===== config.mk =====
export PLATFORM = sky130hd
export DESIGN_NAME = trigger_polling_mac_sink_unit
export DESIGN_NICKNAME = d
export VERILOG_FILES = /design/src/hw/rtl/tpms_pkg.sv /design/src/hw/rtl/tpms_cfg.sv /design/src/hw/rtl/tpms_core.sv /design/src/hw/rtl/trigger_polling_mac_sink_unit.sv
export SDC_FILE = /design/constraint.sdc
export NUM_CORES = 1
export LEC_CHECK = 0
export ABC_AREA = 0
export BUFFER_PORTS_ARGS = -buffer_cell sky130_fd_sc_hd__buf_2
export CORE_MARGIN = 2
export CORE_UTILIZATION = 40
export DETAILED_ROUTE_END_ITERATION = 8
export PLACE_DENSITY = 0.57
export SYNTH_ARGS = -nofsm -noshare
export SYNTH_HDL_FRONTEND = slang
export SYNTH_SLANG_ARGS = --single-unit

===== constraint.sdc =====
create_clock -name clk -period 7.8 [get_ports clk]
set_clock_uncertainty 0.1 [all_clocks]
set_input_delay 0.78 -clock clk [delete_from_list [all_inputs] [get_ports clk]]
set_output_delay 0.78 -clock clk [all_outputs]
set_load 0.02 [all_outputs]

===== src/hw/rtl/tpms_pkg.sv =====
package tpms_pkg;

	// Event codes
	localparam logic [2:0] CMD_START    = 3'd0;
	localparam logic [2:0] CMD_TX_END   = 3'd1;
	localparam logic [2:0] CMD_RX_START = 3'd2;
	localparam logic [2:0] CMD_RX_END   = 3'd3;
	localparam logic [2:0] CMD_TICK     = 3'd4;

	// Result actions
	localparam logic [2:0] ACT_NONE          = 3'd0;
	localparam logic [2:0] ACT_SEND          = 3'd1;
	localparam logic [2:0] ACT_DELIVER       = 3'd2;
	localparam logic [2:0] ACT_DROP_ERR      = 3'd3;
	localparam logic [2:0] ACT_DROP_TYPE     = 3'd4;
	localparam logic [2:0] ACT_DROP_FOREIGN  = 3'd5;
	localparam logic [2:0] ACT_DROP_NOLISTEN = 3'd6;

	// Modes
	localparam logic [2:0] MODE_IDLE       = 3'd0;
	localparam logic [2:0] MODE_LISTEN_ON  = 3'd1;
	localparam logic [2:0] MODE_LISTEN_OFF = 3'd2;
	localparam logic [2:0] MODE_DATA       = 3'd3;
	localparam logic [2:0] MODE_SENDING    = 3'd4;

	// Causes
	localparam logic [2:0] CAUSE_UNSET   = 3'd0;
	localparam logic [2:0] CAUSE_SENT    = 3'd1;
	localparam logic [2:0] CAUSE_RXSTART = 3'd2;
	localparam logic [2:0] CAUSE_ERROR   = 3'd3;
	localparam logic [2:0] CAUSE_DATA    = 3'd4;
	localparam logic [2:0] CAUSE_FOREIGN = 3'd5;

	// Register indexes
	localparam logic [1:0] CFG_OWN_ADDR     = 2'd0;
	localparam logic [1:0] CFG_BCAST_ADDR   = 2'd1;
	localparam logic [1:0] CFG_LISTEN_TICKS = 2'd2;
	localparam logic [1:0] CFG_TRIG_SIZE    = 2'd3;

	localparam logic [7:0]  RST_OWN_ADDR     = 8'd0;
	localparam logic [7:0]  RST_BCAST_ADDR   = 8'd255;
	localparam logic [15:0] RST_LISTEN_TICKS = 16'd1000;
	localparam logic [15:0] RST_TRIG_SIZE    = 16'd0;

	typedef struct packed {
		logic [2:0] command;
		logic       frame_error;
		logic [7:0] frame_dest;
		logic       frame_is_trigger;
	} evt_t;

	typedef struct packed {
		logic [2:0]  action;
		logic [15:0] tx_length;
		logic [2:0]  mode;
		logic [2:0]  last_cause;
		logic        listening;
		logic [31:0] triggers_sent;
		logic [31:0] data_received;
		logic [31:0] errors_received;
	} res_t;

	typedef struct packed {
		logic [7:0]  own_address;
		logic [7:0]  broadcast_address;
		logic [15:0] listen_ticks;
		logic [15:0] trig_bytes;
	} cfg_t;

	typedef struct packed {
		logic [2:0]  mode;
		logic [2:0]  cause;
		logic        listen;
		logic [15:0] win_remaining;
		logic        win_running;
		logic [31:0] trig_cnt;
		logic [31:0] data_cnt;
		logic [31:0] err_cnt;
	} mac_state_t;

endpackage


===== src/hw/rtl/tpms_cfg.sv =====
module tpms_cfg
	import tpms_pkg::*;
(
	input  logic        clk,
	input  logic        arst_n,
	input  logic        cfg_we,
	input  logic [1:0]  cfg_index,
	input  logic [15:0] cfg_wdata,
	output cfg_t        cfg
);

	cfg_t cfg_q;

	always_ff @(posedge clk or negedge arst_n) begin
		if (!arst_n) begin
			cfg_q.own_address       <= RST_OWN_ADDR;
			cfg_q.broadcast_address <= RST_BCAST_ADDR;
			cfg_q.listen_ticks      <= RST_LISTEN_TICKS;
			cfg_q.trig_bytes        <= RST_TRIG_SIZE;
		end else if (cfg_we) begin
			unique case (cfg_index)
				CFG_OWN_ADDR:     cfg_q.own_address       <= cfg_wdata[7:0];
				CFG_BCAST_ADDR:   cfg_q.broadcast_address <= cfg_wdata[7:0];
				CFG_LISTEN_TICKS: cfg_q.listen_ticks      <= cfg_wdata;
				CFG_TRIG_SIZE:    cfg_q.trig_bytes        <= cfg_wdata;
				default: ;
			endcase
		end
	end

	assign cfg = cfg_q;

endmodule


===== src/hw/rtl/tpms_core.sv =====
module tpms_core
	import tpms_pkg::*;
(
	input  cfg_t       cfg,
	input  mac_state_t st,
	input  evt_t       evt,
	output mac_state_t st_nxt,
	output res_t       res
);

	logic [2:0] action;
	logic       addr_hit;

	assign addr_hit = (evt.frame_dest == cfg.own_address) ||
	                  (evt.frame_dest == cfg.broadcast_address);

	always_comb begin
		st_nxt = st;
		action = ACT_NONE;
		case (evt.command)
			CMD_START: begin
				st_nxt.win_running   = 1'b0;
				st_nxt.win_remaining = '0;
				st_nxt.mode          = MODE_SENDING;
				if (!st.listen) begin
					st_nxt.trig_cnt = st.trig_cnt + 32'd1;
					action          = ACT_SEND;
				end
			end
			CMD_TX_END: begin
				st_nxt.cause         = CAUSE_SENT;
				st_nxt.mode          = MODE_LISTEN_ON;
				st_nxt.win_remaining = cfg.listen_ticks;
				st_nxt.win_running   = 1'b1;
				st_nxt.listen        = 1'b1;
			end
			CMD_RX_START: begin
				if (st.listen)
					st_nxt.cause = CAUSE_RXSTART;
			end
			CMD_RX_END: begin
				if (!st.listen) begin
					action = ACT_DROP_NOLISTEN;
				end else if (evt.frame_error) begin
					st_nxt.err_cnt = st.err_cnt + 32'd1;
					st_nxt.cause   = CAUSE_ERROR;
					action         = ACT_DROP_ERR;
				end else if (addr_hit) begin
					if (!evt.frame_is_trigger) begin
						st_nxt.cause    = CAUSE_DATA;
						st_nxt.mode     = MODE_DATA;
						st_nxt.data_cnt = st.data_cnt + 32'd1;
						action          = ACT_DELIVER;
					end else begin
						action = ACT_DROP_TYPE;
					end
				end else begin
					st_nxt.cause = CAUSE_FOREIGN;
					action       = ACT_DROP_FOREIGN;
				end
			end
			CMD_TICK: begin
				if (st.win_running) begin
					if (st.win_remaining <= 16'd1) begin
						st_nxt.win_running   = 1'b0;
						st_nxt.win_remaining = '0;
						// timeout: stop listening and poll again, listen is now clear
						if (st.mode != MODE_SENDING) begin
							st_nxt.listen   = 1'b0;
							st_nxt.mode     = MODE_SENDING;
							st_nxt.trig_cnt = st.trig_cnt + 32'd1;
							action          = ACT_SEND;
						end
					end else begin
						st_nxt.win_remaining = st.win_remaining - 16'd1;
					end
				end
			end
			default: ;
		endcase
	end

	always_comb begin
		res.action          = action;
		res.tx_length       = (action == ACT_SEND) ? cfg.trig_bytes : 16'd0;
		res.mode            = st_nxt.mode;
		res.last_cause      = st_nxt.cause;
		res.listening       = st_nxt.listen;
		res.triggers_sent   = st_nxt.trig_cnt;
		res.data_received   = st_nxt.data_cnt;
		res.errors_received = st_nxt.err_cnt;
	end

endmodule


===== src/hw/rtl/trigger_polling_mac_sink_unit.sv =====
// An accepted word sits in the input register until the result register is free or
// being drained; its result is then loaded there and the MAC state updates with it.
// Throughput: one word per cycle unless the receiver stalls the result register.
// Reset (arst_n low, asynchronous): MAC state, counters and config go to their
// reset values, both pipeline valids clear.
module trigger_polling_mac_sink_unit
	import tpms_pkg::*;
(
	input  logic        clk,
	input  logic        arst_n,
	input  logic        evt_valid,
	output logic        evt_ready,
	input  evt_t        evt,
	output logic        res_valid,
	input  logic        res_ready,
	output res_t        res,
	input  logic        cfg_we,
	input  logic [1:0]  cfg_index,
	input  logic [15:0] cfg_wdata
);

	cfg_t       cfg;
	mac_state_t st_q;
	mac_state_t st_nxt;
	res_t       res_nxt;

	// input register
	logic valid_s1;
	evt_t evt_s1;

	// result register
	logic res_valid_q;
	res_t res_q;

	logic advance;

	tpms_cfg u_cfg (
		.clk       (clk),
		.arst_n    (arst_n),
		.cfg_we    (cfg_we),
		.cfg_index (cfg_index),
		.cfg_wdata (cfg_wdata),
		.cfg       (cfg)
	);

	tpms_core u_core (
		.cfg    (cfg),
		.st     (st_q),
		.evt    (evt_s1),
		.st_nxt (st_nxt),
		.res    (res_nxt)
	);

	// Advance the staged word when the result register is free or being drained.
	assign advance   = valid_s1 && (!res_valid_q || res_ready);
	// Take a new word whenever the input register empties at this edge.
	assign evt_ready = !valid_s1 || advance;

	always_ff @(posedge clk or negedge arst_n) begin
		if (!arst_n) begin
			valid_s1 <= 1'b0;
		end else if (evt_ready) begin
			valid_s1 <= evt_valid;
		end
	end

	always_ff @(posedge clk) begin
		if (evt_ready && evt_valid)
			evt_s1 <= evt;
	end

	// Commit the MAC state only together with the result it produced.
	always_ff @(posedge clk or negedge arst_n) begin
		if (!arst_n) begin
			st_q.mode          <= MODE_IDLE;
			st_q.cause         <= CAUSE_UNSET;
			st_q.listen        <= 1'b0;
			st_q.win_remaining <= '0;
			st_q.win_running   <= 1'b0;
			st_q.trig_cnt      <= '0;
			st_q.data_cnt      <= '0;
			st_q.err_cnt       <= '0;
		end else if (advance) begin
			st_q <= st_nxt;
		end
	end

	always_ff @(posedge clk or negedge arst_n) begin
		if (!arst_n) begin
			res_valid_q <= 1'b0;
		end else if (advance) begin
			res_valid_q <= 1'b1;
		end else if (res_ready) begin
			res_valid_q <= 1'b0;
		end
	end

	always_ff @(posedge clk) begin
		if (advance)
			res_q <= res_nxt;
	end

	assign res_valid = res_valid_q;
	assign res       = res_q;

`ifndef ASSERT_OFF
	// A pending result always mirrors the committed state.
	a_res_matches_state: assert property (@(posedge clk) disable iff (!arst_n)
		res_valid |-> (res.triggers_sent == st_q.trig_cnt) &&
		(res.mode == st_q.mode) && (res.listening == st_q.listen))
		else $error("result does not match committed state");

	// Length is only reported for trigger requests.
	a_len_zero: assert property (@(posedge clk) disable iff (!arst_n)
		res_valid && (res.action != ACT_SEND) |-> (res.tx_length == 16'd0))
		else $error("tx_length set without trigger request");

	// A delivered frame implies the window is open.
	a_deliver_listen: assert property (@(posedge clk) disable iff (!arst_n)
		res_valid && (res.action == ACT_DELIVER) |-> res.listening)
		else $error("delivery while not listening");

	// An empty input register never blocks the input.
	a_ready_empty: assert property (@(posedge clk) disable iff (!arst_n)
		!valid_s1 |-> evt_ready)
		else $error("input stalled while empty");
`endif

endmodule


# Word level (Yosys, flattened, before mapping)
# Cells that the tools add are included.
[classes] addsub=4 reduce_logical=17 n_bitwise=0 n_shift=0 div_mod_pow=0 eq_ne=12 muxes=39 order_cmp=1 n_mul=0
[ops] operator="32-bit two-way mux" count=6
[ops] operator="64-bit two-way mux" count=2
[ops] operator="32-bit by 1-bit adder with 32-bit output (second input constant)" count=3
[ops] operator="32-bit case mux with 2 select lines" count=1
[ops] operator="17-bit case mux with 3 select lines" count=1
[ops] operator="50-bit two-way mux" count=1
[ops] operator="3-bit two-way mux" count=13
[ops] operator="33-bit two-way mux" count=1
[ops] operator="3-bit case mux with 3 select lines" count=2
[ops] operator="8-bit == test" count=2
[ops] operator="16-bit by 1-bit less-or-equal comparator with 1-bit output (second input constant)" count=1
[ops] operator="16-bit two-way mux" count=1
[ops] operator="16-bit by 1-bit subtractor with 16-bit output (second input constant)" count=1
[ops] operator="6-bit two-way mux" count=2
[ops] operator="3-bit case mux with 4 select lines" count=1
[ops] operator="2-bit AND reduction" count=5
[ops] operator="1-bit two-way mux" count=7
[ops] operator="3-bit by 1-bit == test with 1-bit output (second input constant)" count=2
[ops] operator="3-bit by 2-bit == test with 1-bit output (second input constant)" count=2
[ops] operator="2-bit == test (second input constant)" count=2
[ops] operator="3-bit == test (second input constant)" count=1
[ops] operator="3-bit zero test" count=1
[ops] operator="1-bit logical OR" count=3
[ops] operator="3-bit != test (second input constant)" count=1
[ops] operator="other kinds (9)" count=11
[totals] latchBits=0 memories=0 wordCells=99 out_inout_bits=124 ramBits=0 mem_bits_ro=0 inputBits=36 regBits=305

# Longest topological paths before layout
[depth] ltp_word=7 depth_mapped=9 mapped_depth_nobuf=8

# Modules after synthesis
# Synthesis repeated with hierarchy kept, for this count alone.
[unflattened] cells_unflattened=1135 area_unflattened_um2=15143.3
[by_module_without_submodules] mod="trigger_polling_mac_sink_unit" n_inst=1 cells_each=397 seq_area_each_um2=7106.8 area_each_um2=9061.2
[by_module_without_submodules] mod="tpms_core" n_inst=1 cells_each=636 seq_area_each_um2=0.0 area_each_um2=4244.1
[by_module_without_submodules] mod="tpms_cfg" n_inst=1 cells_each=102 seq_area_each_um2=1218.7 area_each_um2=1838.0

# Worst setup path after synthesis
# OpenSTA, ideal clock, no wires.
[synth_path] kind="input to register" from="input res_ready" to="register st_q[64] (netlist name)" setup_slack_ns=2.341 t_required_ns=7.564 setup_ns=0.136 t_arrival_ns=5.223 n_path_buf=1 stages=6 path_cell_list="nand2b_1 nand2_1 clkinv_1 clkbuf_1 nand2_1 xnor2_1"
[synth_between] elab_chain_len=2
[synth_lines] element="start: declaration" line_no="trigger_polling_mac_sink_unit.sv:15" source="input logic res_ready,"
[synth_lines] element="1-bit logical OR" line_no="trigger_polling_mac_sink_unit.sv:55" source="assign advance = valid_s1 && (!res_valid_q || res_ready);"
[synth_lines] element="1-bit logical AND" line_no="trigger_polling_mac_sink_unit.sv:55"
[synth_lines] element="via advance" line_no="trigger_polling_mac_sink_unit.sv:35" source="logic advance;"
[synth_lines] element="end signal: assignment" line_no="trigger_polling_mac_sink_unit.sv:84" source="st_q <= st_nxt;"
[synth_lines] element="end: declaration" line_no="trigger_polling_mac_sink_unit.sv:23" source="mac_state_t st_q;"
# The timed path passes the listed nets, and every way through them passes these cells.
# A chain may end at the register's enable or synchronous reset.

# Worst setup path after layout
[layout_path] from="register res_valid_q (netlist: res_valid)" to="register st_q[25] (netlist name)"
[layout_between] elab_chain_len=3
[layout_lines] element="start: declaration" line_no="trigger_polling_mac_sink_unit.sv:32" source="logic res_valid_q;"
[layout_lines] element="start signal: assignment" line_no="trigger_polling_mac_sink_unit.sv:90" source="res_valid_q <= 1'b0;"
[layout_lines] element="start signal: assignment" line_no="trigger_polling_mac_sink_unit.sv:92" source="res_valid_q <= 1'b1;"
[layout_lines] element="start signal: assignment" line_no="trigger_polling_mac_sink_unit.sv:94" source="res_valid_q <= 1'b0;"
[layout_lines] element="1-bit zero test" line_no="trigger_polling_mac_sink_unit.sv:55"
[layout_lines] element="1-bit logical OR" line_no="trigger_polling_mac_sink_unit.sv:55"
[layout_lines] element="1-bit logical AND" line_no="trigger_polling_mac_sink_unit.sv:55"
# Every way passes these cells.

==> impl_metrics.tcl <==
set metrics [dict create \
    die_area_sq_um 36000 \
    cts-resized-gates 0 \
    switching_power_mw 1.01 \
    powerDensity_nw_per_um2 253 \
    outcome "finished clean" \
    die_h_microns 190 \
    cts_tree "done" \
    hpwl_microns 19300 \
    core_sq_um 33700 \
    synth_edf_count 135 \
    grt_max_degree 97 \
    cp_slowest_cell "buf_4" \
    grt-ovfl-total 0 \
    hold_violations 0 \
    cts_buffers 35 \
    drive_gt1_frac 0.235 \
    gp_congestion 0.804 \
    max_stage_delay_ns 0.92 \
    yosysWarnings 0 \
    routed_via_density 5.07 \
    ant_nets 0 \
    power.total_mw 4.11 \
    die_w_microns 190 \
    min_period_ns 3.19 \
    cts_num_sinks 305 \
    wirelength_microns 29200 \
    crit_family "buffers and inverters" \
    wl_per_cell_microns 16.5 \
    grtUsageTotal 0.165 \
    startpoint_type "flop" \
    intPower_mw 3.09 \
    final_cell_mix "158 x buf_2, 156 x dfrtp_1, 135 x edfxtp_1" \
    syn_inst 1140 \
    p_leak_nw 7.00 \
    via_count 8974 \
    clock_path_buffers 3 \
    timing.final.crit_share 0.409 \
    crit_path_end_kind "flop" \
    synth_seq_cells 305 \
    ys_types 63 \
    drc 0 \
    power_frac_seq 0.474 \
    cts_setup_buffers 0 \
    grt_pass1_vias 8816 \
    max_freq_mhz 314 \
    switching_share 0.247 \
    relSlewSlack 0.282 \
    ys_async_sr_fraction 0.557 \
    cp_data_required_time_ns 8.13 \
    cap_violations 0 \
    syn_area_sq_um 13800 \
    worst_slew_pin_slew_ns 1.08 \
    ctsHoldBuffers 0 \
    final_common_cell "buf_2" \
    initial_utilization 0.409 \
    crit_buf_inv 3 \
    root_buffer "clkbuf_16" \
    multiInputGateArea_sq_um 5220 \
    seqCellArea_sq_um 8330 \
    fin_setup_tns_ns 0 \
    path_clk_slew_ns 0.06 \
    worstPathCellList "nand2b_1 -> nand2_2 -> buf_4 -> inv_6 -> buf_4 -> nand2_1 -> nor2_1 -> xor2_1" \
    grt_pass1_wl_microns 47600 \
    htreeDepth 2 \
    clock_latency_ns 0.51 \
    numPortBuffers 159 \
    first_pass_iters 7 \
    preCtsSetupSlack_ns 4.08 \
    fin_ws_ns 4.61 \
    rows 67 \
    vdd_drop_max_v 0.000184 \
    nets 1337 \
    cp_max_fo 83 \
    drt_first_iter_violations 527 \
    io_pins 160 \
    p_clk_frac 0.416 \
    share_comb_of_total_power 0.110 \
    drv_slew 0 \
    area_growth_pct 17.8 \
    synth.yosys.seq_area_share 0.604 \
    worst_hold_path_type "in2async" \
    crit_type "reg2reg" \
    antenna_found_initial 0 \
    crit_arrival_ns 3.52 \
    worst_path_most_repeated_cell "buf_4" \
    avgSynthCellArea_sq_um 12.1 \
    ys_dominant_reg_cell "dfrtp_1" \
    rsz0062_at_grt "no" \
    antennaDiodeCount 0 \
    setup_violations 0 \
    fill_cells 3135 \
    synthesis.nets 1181 \
]
[power by group through the flow]
| stage | Combinational [mW] | Clock [mW] | Sequential [mW] |
|---|---|---|---|
| finish | 0.450 | 1.71 | 1.95 |
| global route | 0.498 | 1.83 | 1.97 |
| CTS | 0.459 | 1.76 | 1.95 |
| detailed placement | 0.454 | 0 | 1.98 |
| global placement | 0.446 | 0 | 1.98 |
| floorplan | 0.259 | 0 | 2.01 |
[kinds of logic after synthesis]
family / after synthesis / share of synthesized area
simple gates: 445 / 0.169
flops: 305 / 0.604
xor+xnor: 200 / 0.128
compound gates: 72 / 0.0352
buf+inv: 62 / 0.0181
mux: 51 / 0.0416
fa+ha+maj: 5 / 0.00454
[metrics by stage]
stage / hold slack [ns] / instances / util / instance area, sq um
after floorplan: 0.350 / 1140 / - / 13800
after global placement: 0.374 / 1707 / 0.446 / 15000
after CTS: 0.326 / 1770 / 0.482 / 16200
final: 0.306 / 1770 / 0.482 / 16200
after global routing: 0.325 / 1770 / 0.482 / 16200
after detailed placement: 0.381 / 1707 / 0.446 / 15000
[registers in the layout (all words and copies together) (netlist names)]
name and flops:
evt_s1 13, st_q 120, res 122, res_valid 1
valid_s1 1, u_cfg.cfg 48
[final timing paths]
path | start | endpoint | slack (ns) | cells after the start
worst max-delay path | res_valid | st_q[25] | 4.61 | 8
worst min-delay path | arst_n | st_q[36] | 0.31 | 1
worst max register to register | res_valid | st_q[25] | 4.61 | 8
worst min register to register | st_q[31] | st_q[31] | 0.38 | 1
max in group asynchronous | arst_n | st_q[78] | 5.76 | 2
min in group clk | evt[2] | evt_s1[2] | 0.34 | 1
[synthesized netlist by cell type, types with 5 or more instances]
cell type  instances  area [sq um]
o21ai_0           25           125
mux2_2            50           563
o221ai_1           5          43.8
nand2b_1          14          87.6
and3_1            20           125
a22oi_1            6          45.0
inv_1             11          41.3
a21o_1             7          52.6
and2_1            28           175
nand3_1           56           280
clkbuf_1          40           150
and4_1             9          78.8
nor4_1            15          93.8
edfxtp_1         135          4050
a21oi_1            7          35.0
nor3_1            47           235
ha_1               5          62.6
nor2_1            72           270
nand2_1          110           413
xor2_1            99           867
dfrtp_1          156          3900
nand4_1           41           257
dfstp_2           14           368
xnor2_1          100           876
[final cells by class]
cell class | instances | area share
flip-flops and latches | 305 | 0.513
multi-input cells | 773 | 0.321
clock buffers | 48 | 0.0620
repair buffers | 169 | 0.0540
well taps | 448 | 0.0345
clock inverters | 15 | 0.0126
inverters | 12 | 0.00308
[per-layer routing]
layer  vias to the layer above  share of wire  GRT usage
met2                       185           0.45      0.261
li1                       4358              -          -
met1                      4384           0.48      0.235
met3                        47          0.046     0.0282
met4                         0          0.020     0.0444
met5                         -              0          0
Note: power is estimated with default switching activity, not from simulation.
